### config.mk
export PLATFORM = sky130hd
export DESIGN_NAME = rans_byte_encoder
export DESIGN_NICKNAME = d
export VERILOG_FILES = /design/src/design/rbe_pkg.sv /design/src/design/rbe_divider.sv /design/src/design/rans_byte_encoder.sv
export SDC_FILE = /design/constraint.sdc
export NUM_CORES = 1
export LEC_CHECK = 0
export BUFFER_PORTS_ARGS = -buffer_cell sky130_fd_sc_hd__buf_2
export CAP_MARGIN = 15
export CELL_PAD_IN_SITES_DETAIL_PLACEMENT = 0
export CELL_PAD_IN_SITES_GLOBAL_PLACEMENT = 1
export CORE_MARGIN = 4
export CORE_UTILIZATION = 50
export DETAILED_ROUTE_END_ITERATION = 6
export PLACE_DENSITY_LB_ADDON = 0.12
export SLEW_MARGIN = 10
export SYNTH_ARGS = -nofsm -noshare
export SYNTH_HDL_FRONTEND = slang
export SYNTH_SLANG_ARGS = --single-unit
### constraint.sdc
create_clock -name clk -period 8.34 [get_ports clk]
set_input_delay 0.417 -clock clk [delete_from_list [all_inputs] [get_ports clk]]
set_output_delay 0.417 -clock clk [all_outputs]
set_load 0.02 [all_outputs]
### src/design/rbe_pkg.sv
// ----------------------------------------------------------------------------
// rbe_pkg: shared definitions for the byte-wise rANS encoder
// Widths, the coder's lower bound, opcodes and the sequencer state type.
// ----------------------------------------------------------------------------
package rbe_pkg;

  localparam int STATE_W     = 32;
  localparam int FREQ_W      = 13;
  localparam int CUM_W       = 12;
  localparam int BYTE_W      = 8;
  localparam int PROB_BITS   = 12;
  localparam int LOWER_BITS  = 23;
  localparam logic [STATE_W-1:0] LOWER_BOUND = STATE_W'(1) << LOWER_BITS;

  localparam logic OP_ENCODE = 1'b0;
  localparam logic OP_FLUSH  = 1'b1;

  typedef enum logic [2:0] {
    ST_IDLE,
    ST_RENORM,
    ST_DIV,
    ST_UPDATE,
    ST_FLUSH
  } state_t;

endpackage

### src/design/rbe_divider.sv
// ----------------------------------------------------------------------------
// rbe_divider: radix-2 restoring divider
// Produces one quotient bit per cycle with a single subtractor.
// ----------------------------------------------------------------------------
module rbe_divider #(
  parameter int DividendW = rbe_pkg::STATE_W,
  parameter int DivisorW  = rbe_pkg::FREQ_W
) (
  input  logic                 clk,
  input  logic                 rst,
  input  logic                 start,
  input  logic [DividendW-1:0] dividend,
  input  logic [DivisorW-1:0]  divisor,
  output logic                 done,
  output logic [DividendW-1:0] quotient,
  output logic [DivisorW-1:0]  remainder
);

  localparam int CntW = $clog2(DividendW);

  logic                busy;
  logic [CntW-1:0]     step;
  logic [DividendW-1:0] quo;
  logic [DivisorW-1:0]  rem;
  logic [DivisorW:0]    rem_shift;
  logic [DivisorW+1:0]  diff;
  logic                 borrow;

  // The shifted remainder is below twice the divisor, so it fits one extra bit.
  assign rem_shift = {rem, quo[DividendW-1]};
  assign diff      = {1'b0, rem_shift} - {2'b00, divisor};
  assign borrow    = diff[DivisorW+1];

  always_ff @(posedge clk) begin
    if (rst) begin
      busy <= 1'b0;
      step <= '0;
      done <= 1'b0;
    end else begin
      done <= 1'b0;
      if (start) begin
        busy <= 1'b1;
        step <= '0;
      end else if (busy) begin
        step <= step + CntW'(1);
        if (step == CntW'(DividendW - 1)) begin
          busy <= 1'b0;
          done <= 1'b1;
        end
      end
    end
  end

  always_ff @(posedge clk) begin
    if (start) begin
      quo <= dividend;
      rem <= '0;
    end else if (busy) begin
      quo <= {quo[DividendW-2:0], ~borrow};
      rem <= borrow ? rem_shift[DivisorW-1:0] : diff[DivisorW-1:0];
    end
  end

  assign quotient  = quo;
  assign remainder = rem;

endmodule

### src/design/rans_byte_encoder.sv
// ----------------------------------------------------------------------------
// rans_byte_encoder: byte-wise rANS encoder with a 32-bit state
// Encodes symbols from (cumulative frequency, frequency) pairs and flushes
// the final state as four bytes.
// ----------------------------------------------------------------------------
// An encode transaction is accepted, then emits its renormalisation bytes
// (zero to two, waiting while the output is stalled), tests for the end of
// renormalisation and starts the radix-2 divider, waits for the divider's
// result, and then updates the state. A flush transaction emits the four
// state bytes, waiting while the output is stalled. An encode with a zero
// frequency is accepted and ignored. The input is not ready while an item
// is in progress; the output byte sits in a register, so a finished byte
// may wait while the next item is accepted.
module rans_byte_encoder #(
  parameter int PROB_BITS = rbe_pkg::PROB_BITS
) (
  input  logic        clk,
  input  logic        rst,
  input  logic        s_axis_tvalid,
  output logic        s_axis_tready,
  input  logic [31:0] s_axis_tdata,  // cum_freq[11:0], sym_freq[24:12], zero fill
  input  logic        s_axis_tuser,  // opcode
  output logic        m_axis_tvalid,
  input  logic        m_axis_tready,
  output logic [7:0]  m_axis_tdata,  // out_byte
  output logic        m_axis_tlast   // last byte of the transaction's results
);

  localparam int StateW      = rbe_pkg::STATE_W;
  localparam int FreqW       = rbe_pkg::FREQ_W;
  localparam int CumW        = rbe_pkg::CUM_W;
  localparam int ByteW       = rbe_pkg::BYTE_W;
  localparam int RenormShift = rbe_pkg::LOWER_BITS - PROB_BITS + ByteW;
  localparam logic [2:0] MaxRenorm = 3'd4;
  localparam logic [2:0] FlushLast = 3'd3;

  rbe_pkg::state_t st, st_next;

  logic [StateW-1:0] coder_state;
  logic [FreqW-1:0]  freq;
  logic [CumW-1:0]   cum;
  logic [2:0]        cnt;

  logic              accept;
  logic              out_free;
  logic              renorm_more;
  logic              renorm_after;
  logic [StateW-1:0] state_shifted;
  logic              emit;
  logic              emit_last;
  logic [ByteW-1:0]  emit_byte;
  logic              div_start;
  logic              div_done;
  logic [StateW-1:0] div_quo;
  logic [FreqW-1:0]  div_rem;
  logic [StateW-1:0] state_update;

  assign accept   = s_axis_tvalid & s_axis_tready;
  assign out_free = ~m_axis_tvalid | m_axis_tready;

  // state >= freq << shift holds exactly when (state >> shift) >= freq.
  assign state_shifted = coder_state >> ByteW;
  assign renorm_more   = ((coder_state >> RenormShift) >= StateW'(freq)) && (cnt < MaxRenorm);
  assign renorm_after  = ((state_shifted >> RenormShift) >= StateW'(freq))
                         && (cnt < MaxRenorm - 3'd1);

  assign state_update = (div_quo << PROB_BITS) + StateW'(cum) + StateW'(div_rem);

  rbe_divider #(
    .DividendW(StateW),
    .DivisorW (FreqW)
  ) u_div (
    .clk      (clk),
    .rst      (rst),
    .start    (div_start),
    .dividend (coder_state),
    .divisor  (freq),
    .done     (div_done),
    .quotient (div_quo),
    .remainder(div_rem)
  );

  always_comb begin
    st_next = st;
    unique case (st)
      rbe_pkg::ST_IDLE: begin
        if (accept) begin
          if (s_axis_tuser == rbe_pkg::OP_FLUSH) begin
            st_next = rbe_pkg::ST_FLUSH;
          end else if (s_axis_tdata[CumW +: FreqW] != '0) begin
            st_next = rbe_pkg::ST_RENORM;
          end
        end
      end
      rbe_pkg::ST_RENORM: begin
        if (!renorm_more) begin
          st_next = rbe_pkg::ST_DIV;
        end
      end
      rbe_pkg::ST_DIV: begin
        if (div_done) begin
          st_next = rbe_pkg::ST_UPDATE;
        end
      end
      rbe_pkg::ST_UPDATE: begin
        st_next = rbe_pkg::ST_IDLE;
      end
      rbe_pkg::ST_FLUSH: begin
        if (out_free && cnt == FlushLast) begin
          st_next = rbe_pkg::ST_IDLE;
        end
      end
      default: st_next = rbe_pkg::ST_IDLE;
    endcase
  end

  always_comb begin
    s_axis_tready = 1'b0;
    emit          = 1'b0;
    emit_last     = 1'b0;
    emit_byte     = coder_state[ByteW-1:0];
    div_start     = 1'b0;
    unique case (st)
      rbe_pkg::ST_IDLE: begin
        s_axis_tready = 1'b1;
      end
      rbe_pkg::ST_RENORM: begin
        emit      = renorm_more & out_free;
        emit_last = ~renorm_after;
        div_start = ~renorm_more;
      end
      rbe_pkg::ST_FLUSH: begin
        emit      = out_free;
        emit_last = (cnt == FlushLast);
        emit_byte = coder_state[StateW-1 -: ByteW];
      end
      default: begin
      end
    endcase
  end

  always_ff @(posedge clk) begin
    if (rst) begin
      st            <= rbe_pkg::ST_IDLE;
      coder_state   <= rbe_pkg::LOWER_BOUND;
      cnt           <= '0;
      m_axis_tvalid <= 1'b0;
    end else begin
      st <= st_next;

      if (emit) begin
        m_axis_tvalid <= 1'b1;
      end else if (m_axis_tready) begin
        m_axis_tvalid <= 1'b0;
      end

      unique case (st)
        rbe_pkg::ST_IDLE: begin
          cnt <= '0;
        end
        rbe_pkg::ST_RENORM: begin
          if (emit) begin
            coder_state <= state_shifted;
            cnt         <= cnt + 3'd1;
          end
        end
        rbe_pkg::ST_UPDATE: begin
          coder_state <= state_update;
        end
        rbe_pkg::ST_FLUSH: begin
          if (emit) begin
            cnt <= cnt + 3'd1;
            // Bytes leave most significant first; the final one restarts the coder.
            if (cnt == FlushLast) begin
              coder_state <= rbe_pkg::LOWER_BOUND;
            end else begin
              coder_state <= coder_state << ByteW;
            end
          end
        end
        default: begin
        end
      endcase
    end
  end

  always_ff @(posedge clk) begin
    if (accept) begin
      cum  <= s_axis_tdata[CumW-1:0];
      freq <= s_axis_tdata[CumW +: FreqW];
    end
    if (emit) begin
      m_axis_tdata <= emit_byte;
      m_axis_tlast <= emit_last;
    end
  end

endmodule
==> qor.csv <==
stage,metric,value,unit
worst_setup_path,arrival time worst endpoint,3350,ps
finish,Synth-to-Final Area Change,11.9,%
worst_setup_path,crit-path cells,ha_1 > a21o_1 > a21o_1 > a221o_1 > a211o_1 > nand2b_1 > buf_4,
worst_setup_path,Setup Crit Path Kind,flip-flop to flip-flop,
routing,drt first pass iters,5,
sta,Slew headroom,19.5,%
yosys,Yosys top cell by area,edfxtp_1,
placed_design,PortBufs,40,
routing,DR WL/cell,20.2,um
die,Initial Util,51.0,%
sta,fmax,304,MHz
die,die area,16800,um2
routing,initial drt markers,689,
die,Die Y,130,um
routing,final WL,21.0,mm
finish,Multi-input gate area,3960,um2
global_routing,vias in the first global route,6044,
finish,n_diodes,0,
routing,Residual DRC,0,
sta,unrepaired setup endpoints after global routing,no,
global_routing,gr ovfl total,0,
routing,DR vias,6408,
global_routing,largest net degree at the start of global routing,48,
global_routing,initial antenna violation count,0,
sta,final cycle utilization of the critical path,39.5,%
clock_network,H-tree levels,4,
yosys,Synth cell types,69,
yosys,Synth Cell Area,7390,um2
clock_network,clock tree buffer depth,2,
yosys,top post-synthesis cells by area,"edfxtp_1, dfxtp_1, ha_1",
yosys,Post-synth EDFFs,66,
worst_setup_path,CP Launch Type,flip-flop,
die,I/O Pins,48,
global_routing,first-pass GRT wire length,32.7,mm
yosys,most frequent cells after synthesis,"nand2_1, edfxtp_1, dfxtp_1",
worst_setup_path,Critical Path RT,8390,ps
clock_network,"Setup Fix Bufs, Post-CTS",0,
power,power per cell area,280,nW/um2
finish,design area,8270,um2
sta,final setup TNS,0,ps
routing,vias per inst,6.16,
placed_design,Post-DP HPWL,15.0,mm
global_routing,Tot GR Track Use,25.6,%
finish,fill count,1286,
sta,Fin. Hold Viols,0,
power,Worst VDD drop,0.000223,V
worst_setup_path,crit-path most repeated cell,a21o_1,
worst_setup_path,CP peak stage delay,670,ps
yosys,synthesis-stage register bit count,125,
clock_network,Resized cells post-CTS,0,
sta,Final Setup Violations,0,
sta,Worst Slack Setup Final,5050,ps
yosys,asr flop ratio synth,0,%
yosys,Most used DFF post-synth,edfxtp_1,
sta,Worst Skew,8.31,ps
placed_design,RD Place Congestion,0.931,
finish,Sequential Area,3160,um2
yosys,Post-Syn Nets,899,
clock_network,number of CTS-inserted buffers,17,
yosys,number of synthesis warnings,0,
clock_network,Post-CTS Hold Fix Bufs,0,
clock_network,clk_lat worst skew,420,ps
yosys,register area share after synthesis,42.8,%
power,Leak,0.00329,uW
routing,Antenna Violating Nets Remaining,0,
sta,crit path time final,3290,ps
finish,Total Nets Final,930,
yosys,most frequent cell after synthesis,nand2_1,
die,CORE AREA,14500,um2
yosys,top cell type's share of synthesized area,26.8,%
die,Cell Rows,44,
yosys,Synth Instances,812,
job,number of max-cap violations,0,
finish,share of cells above drive strength 1,9.81,%
placed_design,placed cell areas,7710,um2
worst_setup_path,worst path bufs/invs,1,
run_status,status,finished clean,
sta,fin. max-slew vios,0,
yosys,Avg Inst Size Synth,9.10,um2
sta,Least-Margin Pin Slew,1200,ps
clock_network,Root Driver,clkbuf_16,
clock_network,clock transition at the registers of the reported paths,50,ps
clock_network,CTS sink cnt,125,
worst_hold_path,Hold/Removal Path Class,primary input to flip-flop,
worst_setup_path,crit-path max FO,32,
worst_setup_path,crit-path leading delay family,compound AO/OA/AOI/OAI gates,
worst_setup_path,Setup crit end kind,flip-flop,
worst_setup_path,slowest library cell on the worst path,a211o_1,
placed_design,DP Worst Slack,5100,ps
die,DIE WIDTH,130,um
clock_network,CTS tree,built,
[kinds of logic after synthesis]
logic type / count (synthesis) / synth area share (%)
simple gates: 320 / 20.0
compound gates: 204 / 18.8
flops: 125 / 42.8
buf+inv: 65 / 3.69
fa+ha+maj: 50 / 8.67
xor+xnor: 32 / 3.79
mux: 16 / 2.24
[worst paths after layout]
path / from / endpoint / slack (ps) / cells past startpoint
setup / recovery: coder_state[29] / u_div.quotient[16] / 5050 / 7
hold reg to reg: cnt[1] / cnt[1] / 510 / 2
hold / removal: s_axis_tdata[2] / cum[2] / 180 / 1
setup reg to reg: coder_state[29] / u_div.quotient[16] / 5050 / 7
[power breakdown]
group	internal, uW	switching (uW)
logic	342	466
clock network	432	249
registers	731	94.9
total	1510	809
[sequential cells by signal, summed over array words and instances (netlist names)]
name             flops
cnt                  3
coder_state         32
cum                 12
freq                13
m_axis_tdata         8
m_axis_tlast         1
m_axis_tvalid        1
st                   3
u_div.busy           1
u_div.done           1
u_div.quotient      32
u_div.remainder     13
u_div.step           5
[cell usage in the layout, fill, tap and decap left out, drive strengths merged, types with 15 or more instances in the layout]
cell type,n
nor2,47
edfxtp,66
dfxtp,59
xnor2,21
nand3,19
nand2,158
inv,29
nand2b,15
a21oi,48
clkbuf,29
o21a,18
ha,48
o21ai,37
nor3,27
buf,48
[per-layer routing]
layer	up-vias	wire length [um]	global-route usage, %
li1	3040	-	-
met1	3093	9400	34.2
met2	240	9710	41.6
met3	35	1410	5.48
met4	0	471	8.37
met5	-	0	0
[area by class of cell]
type	count	share of cell area (%)
tap	184	2.78
sequential	125	38.3
multi-input combinational	622	47.9
timing repair buffer	48	3.24
inverter	29	1.32
clock buffer	29	6.05
clock inverter	3	0.484
[through the flow]
step	total power (uW)	hold WS [ps]	cells	util [%]
finish	2310	175	1040	57.1
global route	2440	165	1040	57.1
CTS	2310	160	1039	57.0
detailed placement	1630	489	1007	53.3
global placement	1610	479	1007	53.3
floorplan	1420	458	812	-
Note: power is estimated with default switching activity, not from simulation.
